==> src/hw/rtl/lsmf_pkg.sv <==
// Shared types and constants for the line segment match filter.
`default_nettype none

package lsmf_pkg;

    // Item kinds carried on the input tuser
    typedef logic [1:0] t_action;
    localparam t_action ACT_CLEAR = 2'd0;
    localparam t_action ACT_ADD   = 2'd1;
    localparam t_action ACT_TEST  = 2'd2;

    localparam int LIMIT_W = 27;
    localparam logic [LIMIT_W-1:0] LIMIT_RESET = 27'd500;

    localparam int TOTAL_W = 32;

    // Last value of the drain counter; the drain state spans the distance unit pipeline
    localparam logic [1:0] DRAIN_LAST = 2'd2;

    typedef enum logic [2:0] {
        ST_IDLE,
        ST_LEN,
        ST_SUM,
        ST_SCAN,
        ST_DRAIN,
        ST_DONE
    } t_state;

endpackage

`default_nettype wire

==> src/hw/rtl/lsmf_dist.sv <==
// Shared three-stage distance unit: both endpoint pairings against one reference.
`default_nettype none

module lsmf_dist #(
    parameter int COORD_BITS = 12
) (
    input  wire logic                           i_clk,
    input  wire logic                           i_rst_n,
    input  wire logic                           i_valid,
    input  wire logic [4*COORD_BITS-1:0]        i_seg,
    input  wire logic [4*COORD_BITS-1:0]        i_ref,
    input  wire logic [lsmf_pkg::LIMIT_W-1:0]   i_limit,
    output logic                                o_hit
);
    import lsmf_pkg::*;

    localparam int CB = COORD_BITS;
    localparam int SW = 2*CB + 2;
    localparam int CW = (SW > LIMIT_W) ? SW : LIMIT_W;

    function automatic logic [CB-1:0] f_absdiff(input logic [CB-1:0] a, input logic [CB-1:0] b);
        return (a > b) ? (a - b) : (b - a);
    endfunction

    // coordinate order in each vector: sx, sy, ex, ey from the low bits up
    logic [CB-1:0]   w_s [4];
    logic [CB-1:0]   w_r [4];
    logic [CB-1:0]   w_d [8];
    logic [CB-1:0]   r_d [8];
    logic [2*CB-1:0] r_sq [8];
    logic [SW-1:0]   w_fwd;
    logic [SW-1:0]   w_rev;
    logic            r_v1;
    logic            r_v2;
    logic            r_hit;

    for (genvar g = 0; g < 4; g++) begin : g_unpack
        assign w_s[g] = i_seg[g*CB +: CB];
        assign w_r[g] = i_ref[g*CB +: CB];
    end

    always_comb begin
        // forward: start-start, end-end
        w_d[0] = f_absdiff(w_s[0], w_r[0]);
        w_d[1] = f_absdiff(w_s[1], w_r[1]);
        w_d[2] = f_absdiff(w_s[2], w_r[2]);
        w_d[3] = f_absdiff(w_s[3], w_r[3]);
        // reversed: start-end, end-start
        w_d[4] = f_absdiff(w_s[0], w_r[2]);
        w_d[5] = f_absdiff(w_s[1], w_r[3]);
        w_d[6] = f_absdiff(w_s[2], w_r[0]);
        w_d[7] = f_absdiff(w_s[3], w_r[1]);
    end

    assign w_fwd = SW'(r_sq[0]) + SW'(r_sq[1]) + SW'(r_sq[2]) + SW'(r_sq[3]);
    assign w_rev = SW'(r_sq[4]) + SW'(r_sq[5]) + SW'(r_sq[6]) + SW'(r_sq[7]);

    always_ff @(posedge i_clk) begin
        if (!i_rst_n) begin
            r_v1  <= 1'b0;
            r_v2  <= 1'b0;
            r_hit <= 1'b0;
        end else begin
            r_v1  <= i_valid;
            r_v2  <= r_v1;
            r_hit <= r_v2 && ((CW'(w_fwd) < CW'(i_limit)) || (CW'(w_rev) < CW'(i_limit)));
        end
    end

    always_ff @(posedge i_clk) begin
        for (int k = 0; k < 8; k++) begin
            r_d[k]  <= w_d[k];
            r_sq[k] <= r_d[k] * r_d[k];
        end
    end

    assign o_hit = r_hit;

endmodule

`default_nettype wire

==> config.mk <==
export PLATFORM = sky130hd
export DESIGN_NAME = lsmf_dist
export DESIGN_NICKNAME = d
export VERILOG_FILES = /design/src/hw/rtl/lsmf_pkg.sv /design/src/hw/rtl/lsmf_dist.sv
export SDC_FILE = /design/constraint.sdc
export NUM_CORES = 2
export LEC_CHECK = 0
export BUFFER_PORTS_ARGS = -buffer_cell sky130_fd_sc_hd__buf_2
export CAP_MARGIN = 30
export CELL_PAD_IN_SITES_DETAIL_PLACEMENT = 1
export CELL_PAD_IN_SITES_GLOBAL_PLACEMENT = 1
export CORE_MARGIN = 3
export CORE_UTILIZATION = 46
export DETAILED_ROUTE_END_ITERATION = 8
export PLACE_DENSITY_LB_ADDON = 0.12
export SYNTH_ARGS = -nofsm -noshare
export SYNTH_HDL_FRONTEND = slang
export SYNTH_SLANG_ARGS = --single-unit
==> constraint.sdc <==
create_clock -name i_clk -period 5.45 [get_ports i_clk]
set_clock_uncertainty 0.1 [all_clocks]
set_input_delay 1.09 -clock i_clk [delete_from_list [all_inputs] [get_ports i_clk]]
set_output_delay 1.09 -clock i_clk [all_outputs]
set_load 0.01 [all_outputs]
Word level (Yosys, flattened, before mapping). Memories as Yosys holds them, arrays and structs flattened. Cells that the tools add are included.

Register bits after elaboration: 3. RAM bits: 288. Input port bits: 126. Output and inout bits: 1. Word-level logic and storage cells: 55. Memories: 2.

Memory list: r_sq (depth 8, width 24, read ports 8, clocked after Yosys merged registers in 0, wr ports 8, RTL line lsmf_dist.sv:30) `logic [2*CB-1:0] r_sq [8];`; r_d (depth 8, width 12, read ports 8, clocked after Yosys merged registers in 0, wr ports 8, RTL line lsmf_dist.sv:29) `logic [CB-1:0] r_d [8];`.

$add $sub $neg: 22. Multipliers: 8. Order comparisons: 10. Muxes and demuxes: 8. Reductions and logical operators: 2.

Operators by type and width (number): multiplier 12 x 12 -> 24 bit (8); subtractor 12 bit (16); greater-than comparator 12 bit (8); 2-to-1 mux 12 bit (8); < comparator 26 x 27 -> 1 bit (2); adder 25 x 24 -> 26 bit (2); adder 26 x 24 -> 26 bit (2); adder 24 x 24 -> 25 bit (2); logical AND 1 bit (1); logical OR 1 bit (1).

Logic depth before layout (Yosys ltp).
Depth after elaboration: 6. Mapped depth: 24. Depth with buffers taken out: 24.

Least setup slack after synthesis. OpenSTA, ideal clock, no wires.

Path kind: reg2reg. Start: memory r_d[0][9] (netlist name). End: memory r_sq[0][22] (netlist name). Setup time: 0.072 ns. Arrival time: 5.329 ns. Data required time: 5.278 ns. Slack: -0.051 ns. Stages on the path, launching flop included: 23. Buffers on the path: 1. Period minus slack after synthesis: 5.501 ns. Path through: dfxtp_1 clkbuf_1 inv_1 nor2_1 fa_1 fa_1 inv_1 fa_1 inv_1 fa_1 inv_1 fa_1 inv_1 ha_1 a21o_1 a21oi_1 nor2b_1 a311oi_1 o21ai_1 a21o_1 a21o_1 a221oi_1 xnor2_1.

RTL lines (RTL line): start: declaration (lsmf_dist.sv:29); end: declaration (lsmf_dist.sv:30).

==> flow_metrics.env <==
export IMPL_max_freq_mhz=187
export IMPL_overflow=0
export IMPL_criticalPathCategory="reg -> reg"
export IMPL_critPathRequiredTime_ns=5.87
export IMPL_dr_first_iter_drc_count=1413
export IMPL_synthDistinctLibCells=84
export IMPL_gp_congestion=0.893
export IMPL_synth_area_leaders="fa_1 30%, ha_1 19%, dfxtp_1 11%"
export IMPL_design_area_mm2=0.0552
export IMPL_grt_pass1_wl_um=232000
export IMPL_tns_ns=0
export IMPL_worst_pin_slew_ns=0.920
export IMPL_cts_tree="done"
export IMPL_setup_slack_ns=0.105
export IMPL_syn_to_final_growth_pct=11.1
export IMPL_cp_start_kind="register"
export IMPL_dp_hpwl_um=127000
export IMPL_first_pass_iters=5
export IMPL_cts_made_buffers=39
export IMPL_grt_max_degree=17
export IMPL_synthTopCellsByCount="1,288 x inv_1, 746 x ha_1, 734 x fa_1"
export IMPL_grt_pass1_vias=42200
export IMPL_cts_htree_levels=2
export IMPL_endpoint_kind="register"
export IMPL_ys_seq_elements=283
export IMPL_fin_util=0.520
export IMPL_hold_buffers=0
export IMPL_yosys_warnings=0
export IMPL_slew_viol_final=0
export IMPL_cts_sinks=283
export IMPL_die_w_um=335
export IMPL_io_pin_count=127
export IMPL_hold_class="reg -> reg"
export IMPL_layout_drive_gt1_share=0.108
export IMPL_track_usage=0.263
export IMPL_synthArstFlopShare=0
export IMPL_dieHeight_um=335
export IMPL_fillers=12500
export IMPL_core_mm2=0.106
export IMPL_critPathMaxFanout=6
export IMPL_ys_flop_type="dfxtp_1"
export IMPL_nNetsFinal=7416
export IMPL_wl_per_cell_um=19.9
export IMPL_drv_cap=0
export IMPL_fp_row_count=119
export IMPL_critPathSlowestCell="fa_1"
export IMPL_syn_area_per_cell_um2=8.99
export IMPL_crit_arrival_ns=5.76
export IMPL_rsz0062_at_grt="yes"
export IMPL_viasPerCell=5.17
export IMPL_clock_path_buffers=3
export IMPL_yosysTopAreaCell="fa_1"
export IMPL_hold_violations=0
export IMPL_synth_most_common_cell="inv_1"
export IMPL_setup_viol=0
export IMPL_outcome="complete, no violations"
export IMPL_port_buffers=126
export IMPL_relSlewSlack=0.386
export IMPL_path_cells="nand2_2, fa_1, inv_2, fa_1, inv_1, fa_1, inv_1, fa_1, fa_1, ha_4, and3_4, a221o_1, a311o_1, o211ai_1, or2_4, a31oi_4, o41ai_2, xor2_1"
export IMPL_vias=37400
export IMPL_synth_seq_area_share=0.114
export IMPL_clockRootBuffer="clkbuf_16"
export IMPL_netlist_area_mm2=0.0497
export IMPL_antenna_found_initial=9
export IMPL_slowest_delay_ns=0.59
export IMPL_min_period_ns=5.35
export IMPL_ant_nets=0
export IMPL_drc_errors=0
export IMPL_place_area_mm2=0.0534
export IMPL_path_clk_slew_ns=0.06
export IMPL_synth_edf_count=0
export IMPL_period_share=0.981
export IMPL_insertion_delay_ns=0.60
export IMPL_dp_slack_ns=-0.124
export IMPL_synth_top_cell_area_share=0.296
export IMPL_die_area_mm2=0.112
export IMPL_syn_inst=5532
export IMPL_cp_common_cell="fa_1"
export IMPL_routed_wl_um=144000
export IMPL_initial_core_util=0.468
worst paths after layout:
check                  from           to  slack [ns]  cells after the start
setup / recovery  r_d[1][3]  r_sq[1][23]        0.10                     18
hold / removal         r_v1         r_v2        0.33                      1
setup reg to reg  r_d[1][3]  r_sq[1][23]        0.10                     18
hold reg to reg        r_v1         r_v2        0.33                      1
area by class of cell:
type                       instances  area, um^2  area share
clock inverter                    26         319     0.00578
sequential                       283        5760       0.104
tap                             1391        1740      0.0315
antenna                            6        15.0    0.000272
multi-input combinational       3823       39000       0.706
inverter                        1288        4830      0.0875
clock buffer                      46        1040      0.0189
timing repair buffer             375        2550      0.0461
sequential cells by signal (all words and copies together), names as in the netlist:
register / cells
r_v2: 1
r_v1: 1
r_sq: 184
r_d: 96
o_hit: 1
metal layers:
| metal | vias to the layer above | part of all wire | wire (um) | global-route usage |
|---|---|---|---|---|
| met5 | - | 0.000063 | 9 | 0 |
| met4 | 2 | 0.026 | 3770 | 0.0685 |
| met3 | 153 | 0.026 | 3690 | 0.0194 |
| met2 | 488 | 0.50 | 71400 | 0.467 |
| met1 | 18900 | 0.45 | 65000 | 0.348 |
| li1 | 17800 | - | - | - |
worst max-delay path, delay by kind of cell, from the launching register on:
family | cells | cell delay (ns)
adders and majority gates | 6 | 2.82
buffers and inverters | 3 | 0.15
DFF | 1 | 0.39
AOI/OAI and AO/OA | 5 | 1.20
and+or+nand+nor | 3 | 0.42
xor gates and xnor gates | 1 | 0.17
cells in the final DEF (no fill, tap or decap), types with 126 or more instances in the layout:
master,n
buf_4,243
inv_1,1286
o21ai_0,144
nor2_1,148
dfxtp_1,226
a21o_1,158
ha_1,740
buf_2,126
nand2_1,341
and2_1,316
a21oi_1,232
fa_1,731
xnor2_1,214
cells by family after synthesis:
group,after synthesis,share of synthesized area
adders and majority gates,1480,0.483
buffers and inverters,1430,0.109
and+or+nand+nor,1126,0.116
AOI/OAI and AO/OA,829,0.108
xor gates and xnor gates,305,0.0537
DFF,283,0.114
muxes,77,0.0162
other,2,0.000151
repair_timing:
action                     in CTS  in global routing
buffers inserted                0                  9
resized for setup               9                139
pin swaps                       2                 42
setup endpoints to repair       5                 50
per-stage QoR:
stage / cells / hold WS [ns]
floorplan: 5536 / 0.258
CTS: 7223 / 0.336
finish: 7238 / 0.334
global route: 7236 / 0.342
detailed placement: 7151 / 0.321
global placement: 7151 / 0.322
Power is left out: the tool's default activity adds up to more than one toggle a clock period on the data nets, which glitch-free logic cannot reach.
