==> config.mk <==
export PLATFORM = sky130hd
export DESIGN_NAME = lsmf_cell
export DESIGN_NICKNAME = d
export VERILOG_FILES = /design/src/hw/rtl/lsmf_cell.sv
export SDC_FILE = /design/constraint.sdc
export NUM_CORES = 1
export LEC_CHECK = 0
export ABC_AREA = 1
export BUFFER_PORTS_ARGS = -buffer_cell sky130_fd_sc_hd__buf_2
export CAP_MARGIN = 20
export CORE_UTILIZATION = 40
export CTS_CLUSTER_DIAMETER = 40
export DETAILED_ROUTE_END_ITERATION = 10
export GPL_TIMING_DRIVEN = 0
export PLACE_DENSITY = 0.78
export SLEW_MARGIN = 10
export SYNTH_ARGS = -nofsm -noshare
export SYNTH_HDL_FRONTEND = slang
export SYNTH_SLANG_ARGS = --single-unit
==> constraint.sdc <==
create_clock -name i_clk -period 0.8 [get_ports i_clk]
set_input_delay 0.12 -clock i_clk [delete_from_list [all_inputs] [get_ports i_clk]]
set_output_delay 0.12 -clock i_clk [all_outputs]
set_load 0.02 [all_outputs]
==> src/hw/rtl/lsmf_cell.sv <==
// One storage cell of the reference chain: holds a segment, takes its neighbor's on shift.
`default_nettype none

module lsmf_cell #(
    parameter int SEG_W = 48
) (
    input  wire logic             i_clk,
    input  wire logic             i_en,
    input  wire logic [SEG_W-1:0] i_d,
    output logic      [SEG_W-1:0] o_q
);

    logic [SEG_W-1:0] r_seg;

    always_ff @(posedge i_clk) begin
        if (i_en) begin
            r_seg <= i_d;
        end
    end

    assign o_q = r_seg;

endmodule

`default_nettype wire

# [Word level (Yosys, flattened, before mapping)]
# Cells that the tools add are included.
[word_totals] regBits=48 input_bits=50 out_inout_bits=48 wordCells=1

# [Logic depth before layout (Yosys ltp)]
# Gate-level depths: netlist (run 1).
[logic_depth] word_depth=0 mapped_depth=0

# [Least setup slack after synthesis (run 1)]
# No wires, ideal clock.
[synth_timing] path_kind="flip-flop to output port" from="register r_seg[0] (netlist: o_q[0])" to="output o_q[0]" t_arrival_ps=449 required_time_ps=680 setup_slack_ps=231 stages_incl_launch_ff=1 path_buffers=0 path_cell_list="edfxtp_1"
[synth_lines] item="from (decl)" line_no="13" source="logic [SEG_W-1:0] r_seg;"
[synth_lines] item="from (signal assigned)" line_no="17" source="r_seg <= i_d;"
[synth_lines] item="to (decl)" line_no="10" source="output logic [SEG_W-1:0] o_q"
# No word-level cell between the ends.

# [Worst setup path after layout (run 1)]
[layout_timing] from="register r_seg[47] (netlist: o_q[47])" to="output o_q[47]"
# No word-level cell between the ends.

==> results by stage, run 1 <==
Placed design:
- Summing all placed instances gives a cell area of 0.00198 sq mm.
- The congestion estimate from routability-driven global placement came to 0.639.
- The post-placement cell count is 191.
- In this run the tool buffered the top-level ports with 97 buffer cells.

Setup path:
- The sort of element at the end of the critical path is a primary output.
- The most critical setup path has its startpoint at o_q[47]$_DFFE_PP_.
- Of all nets on the critical path, the largest fanout is 1.
- The endpoint of the most critical setup path is o_q[47].
- The arrival time of data at the critical path endpoint is 0.97 ns.
- The startpoint type of the worst setup path is a flop.
- The critical path is of the flop to primary output type.
- The signal on the critical path passes through buf_6.
- In this run the number of cells on the critical path is 1.
- The delay of the slowest cell on the worst path is 0.44 ns.
- Grouping stages by cell kind, the critical path spends the most delay in flip-flops.
- The required arrival time at the worst endpoint is 0.68 ns.
- The cell with the largest stage delay on the worst path is edfxtp_1.
- The number of buffer and inverter instances along the worst setup path is 1.

Layout:
- The register with the most flip-flops in the layout has 48 of them.
- Leaving out fill and tap cells, the most frequent cells in the layout are buf_2 (57), dlygate4sd3_1 (48), edfxtp_1 (48).
- Cells with a size suffix above 1 make up 51.2% of the layout.
- The area of the multi-input gates is 0 sq um.
- The final standard cell utilization of the core is 81.5%.
- The area growth from synthesis to final layout is 91.8%.
- The count of nets after finishing is 250.
- The final standard cell count with taps included and fillers excluded is 247.
- The commonest non-fill, non-tap cell in the layout is buf_2.
- The number of antenna diodes in the final layout is 0.
- Summing all non-filler instances in the final layout gives an area of 0.00276 sq mm.
- The number of multi-input logic gates is 0.

Clock network:
- The number of clock sinks is 48.
- The level count of the clock H-tree is 2.
- TritonCTS built the clock tree.
- CTS placed an instance of clkbuf_4 at the clock tree root.
- Buffers added to address setup during post-CTS repair amount to 0.
- The maximum buffer depth of the clock tree is 2.
- Clock-pin slew was measured on the worst setup and hold paths at 0.15 ns.
- The total CTS buffers is 5.

Route:
- The routed length per placed instance is 15.7 microns.
- The post-detailed-route via-to-cell ratio is 4.30.
- The via count is 1,063.
- After the first detailed-routing iteration, the DRC count stood at 31.
- The detail route stage leaves a number of antenna-violating nets equal to 0.
- After detailed routing, the met2 layer carries 2.30 mm of wire.
- The met1 wire length is 1.29 mm.
- In this run the top signal layer used is met4.
- The residual DRC count is 0.
- The detailed-route wire length is 3.89 mm.
- The total length of routed met3 wires is 247 microns.
- The total iterations of the first detailed-routing run is 4.

GRT:
- The first global-routing pass estimated 4.72 mm of wire.
- The overall routing resource usage is 18.8%.
- The initial antenna violation count was 0.
- Entering global routing, the biggest net connects 49 pins.
- The number of global-route vias before repair is 1,008.
- Summed over all layers, the global routing overflow is 0.

Yosys:
- Synthesis produced a netlist with a net count of 98.
- Synthesis produced 48 cells.
- A synthesized cell averages 30.0 sq um.
- The synthesized design contains 48 register bits.
- The share of the synthesized area in the top cell type is 100%.
- Yosys printed 0 warnings.
- By area the synthesized netlist is led by edfxtp_1 (100%).
- The largest total area in the synthesized netlist belongs to edfxtp_1.
- The proportion of synthesized chip area in sequential cells is 100%.
- The netlist area before placement is 0.00144 sq mm.
- Counting distinct cell types in the post-synthesis netlist gives 1.

Timing:
- For the pin with the worst max-slew slack, the measured transition is 0.596 ns.
- The total setup violations reported at the end of the flow is 48.
- The number of pins exceeding their max-slew limit in the final report is 0.
- The post-layout worst setup margin is -0.291 ns.
- The worst path in the final design needs a cycle of 1.09 ns, including I/O delays and setup.
- Setup repair after global routing could not meet its margin everywhere.
- The remaining max-slew budget at the tightest pin is 60.3%.
- The sum of negative setup slack is -11.02 ns.
- The achievable clock frequency is 917 MHz.
- After layout, the worst path uses 136% of the clock period.
- The hold violation count in the final report is 0.

Outcome:
- The checks that failed: negative setup slack.
- The run finished, with violations left.

Job:
- Across the run, the number of max-cap violations was 0.

Die:
- Row generation in the floorplan step produced 21 rows.
- The region available for standard cell placement spans 0.00339 sq mm.
- The I/O pin total is 98.
- The floorplan step defined a die boundary enclosing 0.00385 sq mm.
- The chip width is 62.0 microns.
- For this configuration, the core starts out at a cell density of 42.5%.
- The floorplan step set the die height to 62.0 microns.

Power and ir drop:
- VDD sags by at most 1570 uV.
- The power per cell area is 1850 mW/mm^2.
- The design draws 5.10 mW.
- For this design the static power due to leakage is 1.16 nW.

Worst hold path:
- The min-delay analysis places its worst path in the category input port to flop.
per-layer routing:
metal	global-route usage, %	vias to the layer above
met4	8.57	0
met2	36.2	59
met5	0	-
li1	-	497
met1	18.0	499
met3	5.80	8
how the worst min path moves through the flow:
stage                 start                end  cells after the start
floorplan            i_d[0]   o_q[0]$_DFFE_PP_                      0
global placement     i_d[2]   o_q[2]$_DFFE_PP_                      1
detailed placement  i_d[43]  o_q[43]$_DFFE_PP_                      1
CTS                    i_en  o_q[12]$_DFFE_PP_                      1
global route           i_en  o_q[47]$_DFFE_PP_                      1
finish                 i_en  o_q[40]$_DFFE_PP_                      1
cell type report:
cell class / count / area (sq um)
sequential: 48 / 1440
timing repair buffer: 145 / 1210
fill: 166 / 626
tap: 46 / 57.6
clock buffer: 6 / 41.3
clock inverter: 2 / 11.3
per-stage QoR:
stage	hold WS, ns	setup slack [ns]
4_1_cts	0.284	-0.264
6_report	0.275	-0.291
3_5_place_dp	0.298	-0.496
2_1_floorplan	0.219	0.231
5_1_grt	0.274	-0.321
3_3_place_gp	0.296	-0.427
what timing repair did:
action                                  4_1_cts  5_1_grt
hold endpoints to repair                     48        0
gates resized for setup                      21       58
endpoints found under the setup margin       96       48
hold buffers                                 48        0
synthesized netlist by cell type, drive strengths merged:
master / instances
edfxtp: 48
where the power goes:
part | internal (mW) | switching, mW | leakage, nW | total, mW
Clock | 0.336 | 0.714 | 0.0259 | 1.05
Combinational | 0.538 | 0.436 | 0.665 | 0.975
Sequential | 2.99 | 0.0903 | 0.470 | 3.08
Total | 3.86 | 1.24 | 1.16 | 5.10
kinds of logic after synthesis:
| kind of cell | count (synthesis) | synth area share [%] |
|---|---|---|
| DFF | 48 | 100 |
Power figures use the tool's default switching activity.
==> run 2, diff against run 1 <==
--- a/config.mk
+++ b/config.mk
@@ -9,6 +9,7 @@
 export BUFFER_PORTS_ARGS = -buffer_cell sky130_fd_sc_hd__buf_2
 export CAP_MARGIN = 20
 export CORE_UTILIZATION = 40
+export CTS_BUF_LIST = sky130_fd_sc_hd__clkbuf_4
 export CTS_CLUSTER_DIAMETER = 40
 export DETAILED_ROUTE_END_ITERATION = 10
 export GPL_TIMING_DRIVEN = 0
==> run 2 against run 1 <==
The run still ends with negative setup slack left. Largest power group unchanged. Sequential power about the same. Clock power about the same. Core utilization is 0.48 points higher. Wire length down 1.3%. First-iteration DRC count decreased by 32%.
==> results by stage, run 2 (synthesis gave the netlist of run 1 again) <==
Outcome:
- The run finished, with violations left.
- The final reports fail on negative setup slack.

GRT:
- The first-pass GRT wire length is 4.64 mm.
- In the global route stage, met3 resource usage came out at 6.00%.
- The number of global-route vias before repair is 1,026.
- Entering global routing, the biggest net connects 49 pins.
- The remaining global-route overflow is 0.
- After global routing, the most crowded layer is met2.
- The initial antenna violation count came to 0.
- For met1 alone, demand over resource in global routing was 16.5%.
- For met2 alone, demand over resource in global routing was 36.3%.
- Global routing consumed, over all layers together, 18.6% of the routing resources.

Setup path:
- The worst setup path is launched from a flop.
- The critical path goes through buf_6.
- The arrival time of data at the critical path endpoint is 0.95 ns.
- The number of buffer and inverter instances along the worst setup path is 1.
- The sort of element at the end of the critical path is a primary output.
- At the worst endpoint, the required time is 0.68 ns.
- The logic depth of the worst setup path including buffers is 1.
- The type of the worst setup path is flop to primary output.
- For this design, the slowest cell found on the critical path is edfxtp_1.
- Broken down by cell family, the worst path's largest delay share belongs to flip-flops.
- The largest single stage delay on the critical path is 0.43 ns.
- The maximum fanout count along the critical path is 1.

Layout:
- The commonest non-fill, non-tap cell in the layout is buf_2.
- Summing all multi-input logic gate instances after layout gives 0 sq um.
- After routing the design area is 0.00278 sq mm.
- The number of multi-input logic gates is 0.
- The final standard cell count with taps included and fillers excluded is 247.
- The area growth from synthesis to final layout is 92.9%.
- The number of antenna repair diodes is 0.
- The number of fill cells in the layout is 167.
- Leaving out fill and tap cells, the most frequent cells in the layout are buf_2 (55), dlygate4sd3_1 (48), edfxtp_1 (48).
- The fraction of layout cells with a size suffix above 1 is 51.7%.
- The register with the most flip-flops in the layout has 48 of them.
- The net count of the finished layout is 250.

Die:
- The chip width is 62.0 microns.
- From bottom edge to top edge, the die measures 62.0 microns.
- The floorplan has 21 rows.
- During I/O placement, the number of pins put on the boundary was 98.
- The die covers 0.00385 sq mm.
- The core box area is 0.00339 sq mm.
- The effective utilization at floorplan is 42.5%.

Timing:
- The number of pins exceeding their max-slew limit in the final report came to 0.
- Counting I/O delays and the setup requirement, the final critical path takes 1.07 ns.
- The total setup violations reported at the end of the flow is 48.
- The sum of negative setup slack is -10.78 ns.
- The period utilization is 133%.
- The pin slew with the least headroom to its limit is 0.570 ns.
- Across all setup checks in the final design, the least slack found is -0.268 ns.
- The worst pin sits at a relative slew slack of 62.0%.
- The hold violation count in the final report is 0.
- Setup repair after global routing could not meet its margin everywhere.
- Based on the critical path, the design can be clocked at up to 937 MHz.

Worst hold path:
- Along the worst hold path, the cell count comes to 1.
- The path category of the worst min-delay check is input port to flop.

Route:
- In the routed design, unresolved DRC markers number 0.
- The routed length per placed instance is 15.5 microns.
- In this run, the number of DRC markers left after iteration 0 of detailed routing was 21.
- The detailed-route wire length is 3.83 mm.
- In this run the remaining antenna-violating nets after routing total 0.
- In the routed layout, each cell is associated on average with a via count of 4.36.
- The via count is 1,077.
- Before antenna repair, the detailed router went through 4 iterations.

Power and ir drop:
- The peak supply drop is 1490 uV.
- The power per cell area is 1850 mW/mm^2.
- The analysis attributes to cell leakage a power of 1.17 nW.
- The post-route total power is 5.15 mW.

Clock network:
- The level count of the clock H-tree is 2.
- In this run, CTS created clock tree buffers numbering 5.
- The clock-pin slew of the registers on the worst-case setup and hold paths is 0.14 ns.
- The number of clock sinks is 48.
- The maximum buffer depth of the clock tree is 2.
- TritonCTS built the clock tree.
- The cell chosen for the clock root is clkbuf_4.

Placed design:
- The port buffer count is 97.
- The total placed instance area is 0.00198 sq mm.
- The post-placement cell count is 191.
- The congestion estimate from routability-driven global placement came to 0.639.
- The worst slack at placement is -0.496 ns.

Job:
- The number of max-capacitance violations reported is 0.
run 2: cell counts in the layout (fill, tap and decap cells not counted):
No cell type changed its count.
run 2: path summary, 6_finish.rpt:
kind | startpoint | endpoint | slack (ns)
max | o_q[4]$_DFFE_PP_ | o_q[4] | -0.27
min | i_en | o_q[9]$_DFFE_PP_ | 0.28
run 2: stage by stage:
step                      hold slack (ns)  utilization [%]
after global routing                0.284             82.0
after CTS                           0.289             76.3
final                               0.276             82.0
after detailed placement            0.298             58.5
after global placement              0.296             58.5
after floorplan                     0.219                -
run 2: timing repair:
| action | CTS | global route |
|---|---|---|
| buffers inserted | 0 | 0 |
| setup endpoints to repair | 96 | 48 |
| endpoints found under the hold margin | 48 | 0 |
| gates resized for setup | 21 | 62 |
| hold buffers | 48 | 0 |
run 2: layer usage:
metal / share of wire [%] / up-vias
met5: 0 / -
met4: 1.5 / 0
met3: 6.4 / 11
met2: 60 / 58
met1: 32 / 511
li1: - / 497
run 2: final cells by class:
type	instances	area (sq um)	share of cell area (%)
clock buffer	6	45.0	1.62
clock inverter	2	11.3	0.405
sequential	48	1440	51.8
tap	46	57.6	2.07
timing repair buffer	145	1220	44.1
run 2: power by group:
group | leakage (nW) | switching [mW] | internal, mW | total (mW)
registers | 0.470 | 0.0909 | 2.99 | 3.08
clock network | 0.0293 | 0.712 | 0.370 | 1.08
logic | 0.670 | 0.435 | 0.547 | 0.982
total | 1.17 | 1.24 | 3.91 | 5.15
==> run 3, diff against run 2 <==
--- a/config.mk
+++ b/config.mk
@@ -13,7 +13,8 @@
 export CTS_CLUSTER_DIAMETER = 40
 export DETAILED_ROUTE_END_ITERATION = 10
 export GPL_TIMING_DRIVEN = 0
-export PLACE_DENSITY = 0.78
+export HOLD_SLACK_MARGIN = 0.08
+export PLACE_DENSITY = 0.74
 export SLEW_MARGIN = 10
 export SYNTH_ARGS = -nofsm -noshare
 export SYNTH_HDL_FRONTEND = slang
==> run 3 against run 2 <==
The flow still finishes with violations (negative setup slack). Combinational power up 0.5%. Hold slack worse by 0.0090 ns. Core utilization up 1.9 points. Critical path depth unchanged. Cell count unchanged. Setup slack worse by 0.017 ns. Clock power up 88%. Power up 19%. Sequential share of layout area down 1.2 points. Largest cell class unchanged. Highest routed layer unchanged.
==> results by stage, run 3 (synthesis gave the netlist of run 1 again) <==
Layout:
- The net count of the finished layout is 250.
- 0 cells are multi-input combinational gates.
- The final instance area is 0.00285 sq mm.
- The number of fill cells in the layout is 151.
- The area of the multi-input gates is 0 sq um.
- The area growth from synthesis to final layout is 97.4%.
- The register cell area after layout is 0.00144 sq mm.
- The library cell used most frequently in the layout, excluding fill and tap cells, is buf_2.
- The fraction of layout cells with a size suffix above 1 is 52.2%.
- The number of flip-flops under the largest register name is 48.
- The number of antenna repair diodes is 0.
- In the layout the commonest cells are buf_2 (56), dlygate4sd3_1 (48), edfxtp_1 (48).

Placed design:
- The count of buffers added on input and output ports is 97.
- OpenSTA, run right after detailed placement, puts the worst setup slack at -0.517 ns.
- At the end of routability-driven placement, the weighted congestion stood at 0.631.
- The total placed instance area is 0.00198 sq mm.

Power and ir drop:
- The analysis attributes to cell leakage a power of 1.20 nW.
- Dividing total power by cell area gives a power density of 2140 mW/mm^2.
- The peak supply drop is 1810 uV.

Outcome:
- The final reports fail on negative setup slack.
- The run finished, with violations left.

Setup path:
- The number of buffer and inverter instances along the worst setup path is 1.
- The worst setup path is launched from a flop.
- The maximum fanout count along the critical path is 1.
- The largest single stage delay on the critical path is 0.44 ns.
- STA classifies the critical path endpoint as a primary output.
- Data arrives at the worst endpoint at 0.96 ns.
- The worst setup path is of the flop to primary output kind.
- On the critical path the largest part of the delay comes from flip-flops.
- The required arrival time at the worst endpoint is 0.68 ns.
- The signal on the critical path passes through buf_6.
- On the critical path, the stage with the largest delay is an instance of edfxtp_1.

Die:
- The I/O pin total is 98.
- The chip width is 62.0 microns.
- The count of standard-cell rows is 21.
- The floorplan die height is 62.0 microns.
- The floorplan step defined a core boundary enclosing 0.00339 sq mm.
- The effective utilization at floorplan is 42.5%.
- The floorplan step defined a die boundary enclosing 0.00385 sq mm.

GRT:
- The overall routing resource usage is 20.5%.
- The first global-routing pass estimated 5.11 mm of wire.
- The initial antenna violation count is 0.
- After global routing the overflow that remains totals 0.
- The number of global-route vias before repair is 1,095.
- Entering global routing, the biggest net connects 49 pins.

Clock network:
- The level count of the clock H-tree is 2.
- The cell chosen for the clock root is clkbuf_4.
- The clock passes through at most 2 buffers.
- The total CTS buffers is 5.
- The clock-pin slew of the registers on the worst-case setup and hold paths is 0.14 ns.
- The clock drives 48 sinks.
- TritonCTS built the clock tree.

Route:
- The first routing iteration left 47 violations.
- For this run, design rule violations remaining after detail routing come to 0.
- The detailed-route wire length is 4.11 mm.
- In the final routed layout, each cell accounts on average for 16.6 microns.
- The post-detailed-route via-to-cell ratio is 4.39.
- The total iterations of the first detailed-routing run is 4.
- The count of nets left with antenna violations once routing finished came out at 0.
- The final route contains 1,085 vias.

Timing:
- The hold violation count in the final report is 0.
- The remaining max-slew budget at the tightest pin is 61.0%.
- The smallest clock period supported by the final layout is computed as 1.08 ns.
- The post-layout worst setup margin is -0.285 ns.
- Static timing analysis puts the maximum clock frequency at 922 MHz.
- The period utilization is 136%.
- The pin slew with the least headroom to its limit is 0.585 ns.
- The sum of negative setup slack is -11.37 ns.
- The total setup violations reported at the end of the flow is 48.
- The number of pins exceeding their max-slew limit in the final report is 0.
- Setup repair after global routing could not meet its margin everywhere.

Job:
- The number of max-capacitance violations reported is 0.

Worst hold path:
- The tightest min-delay check is of the input port to flop type.
[run 3: path summary, 6_finish.rpt]
path | depth (start not counted) | end | slack [ns] | start
setup / recovery | 1 | o_q[32] | -0.28 | o_q[32]$_DFFE_PP_
hold / removal | 1 | o_q[22]$_DFFE_PP_ | 0.27 | i_en
[run 3: per-layer routing]
metal	part of all wire, %	vias to the layer above	global-route usage, %
met4	3.0	0	10.8
met2	58	60	36.2
met5	0	-	0
li1	-	497	-
met3	6.8	15	8.90
met1	32	513	20.3
[run 3: cell type report]
class | instances | area share [%]
sequential | 48 | 50.7
timing repair buffer | 145 | 42.8
clock inverter | 3 | 3.17
tap | 46 | 2.02
clock buffer | 5 | 1.32
[run 3: repair_timing]
| item | 4_1_cts | 5_1_grt |
|---|---|---|
| setup endpoints to repair | 96 | 48 |
| hold buffers | 48 | 0 |
| gates resized for setup | 25 | 56 |
| pin swaps | 0 | 0 |
| buffers inserted | 0 | 0 |
| endpoints found under the hold margin | 48 | 0 |
[run 3: through the flow]
step           power (mW)  cells  hold WS, ns  util [%]
2_1_floorplan        3.36     48        0.219         -
6_report             6.10    247        0.267      83.9
3_3_place_gp         3.67    191        0.297      58.5
4_1_cts              5.96    247        0.282      78.8
5_1_grt              6.34    247        0.264      83.9
3_5_place_dp         3.69    191        0.298      58.5
[run 3: power breakdown]
group,total [mW],internal (mW),switching [mW]
clock,2.03,1.29,0.744
sequential,3.08,2.99,0.0929
combinational,0.987,0.543,0.444
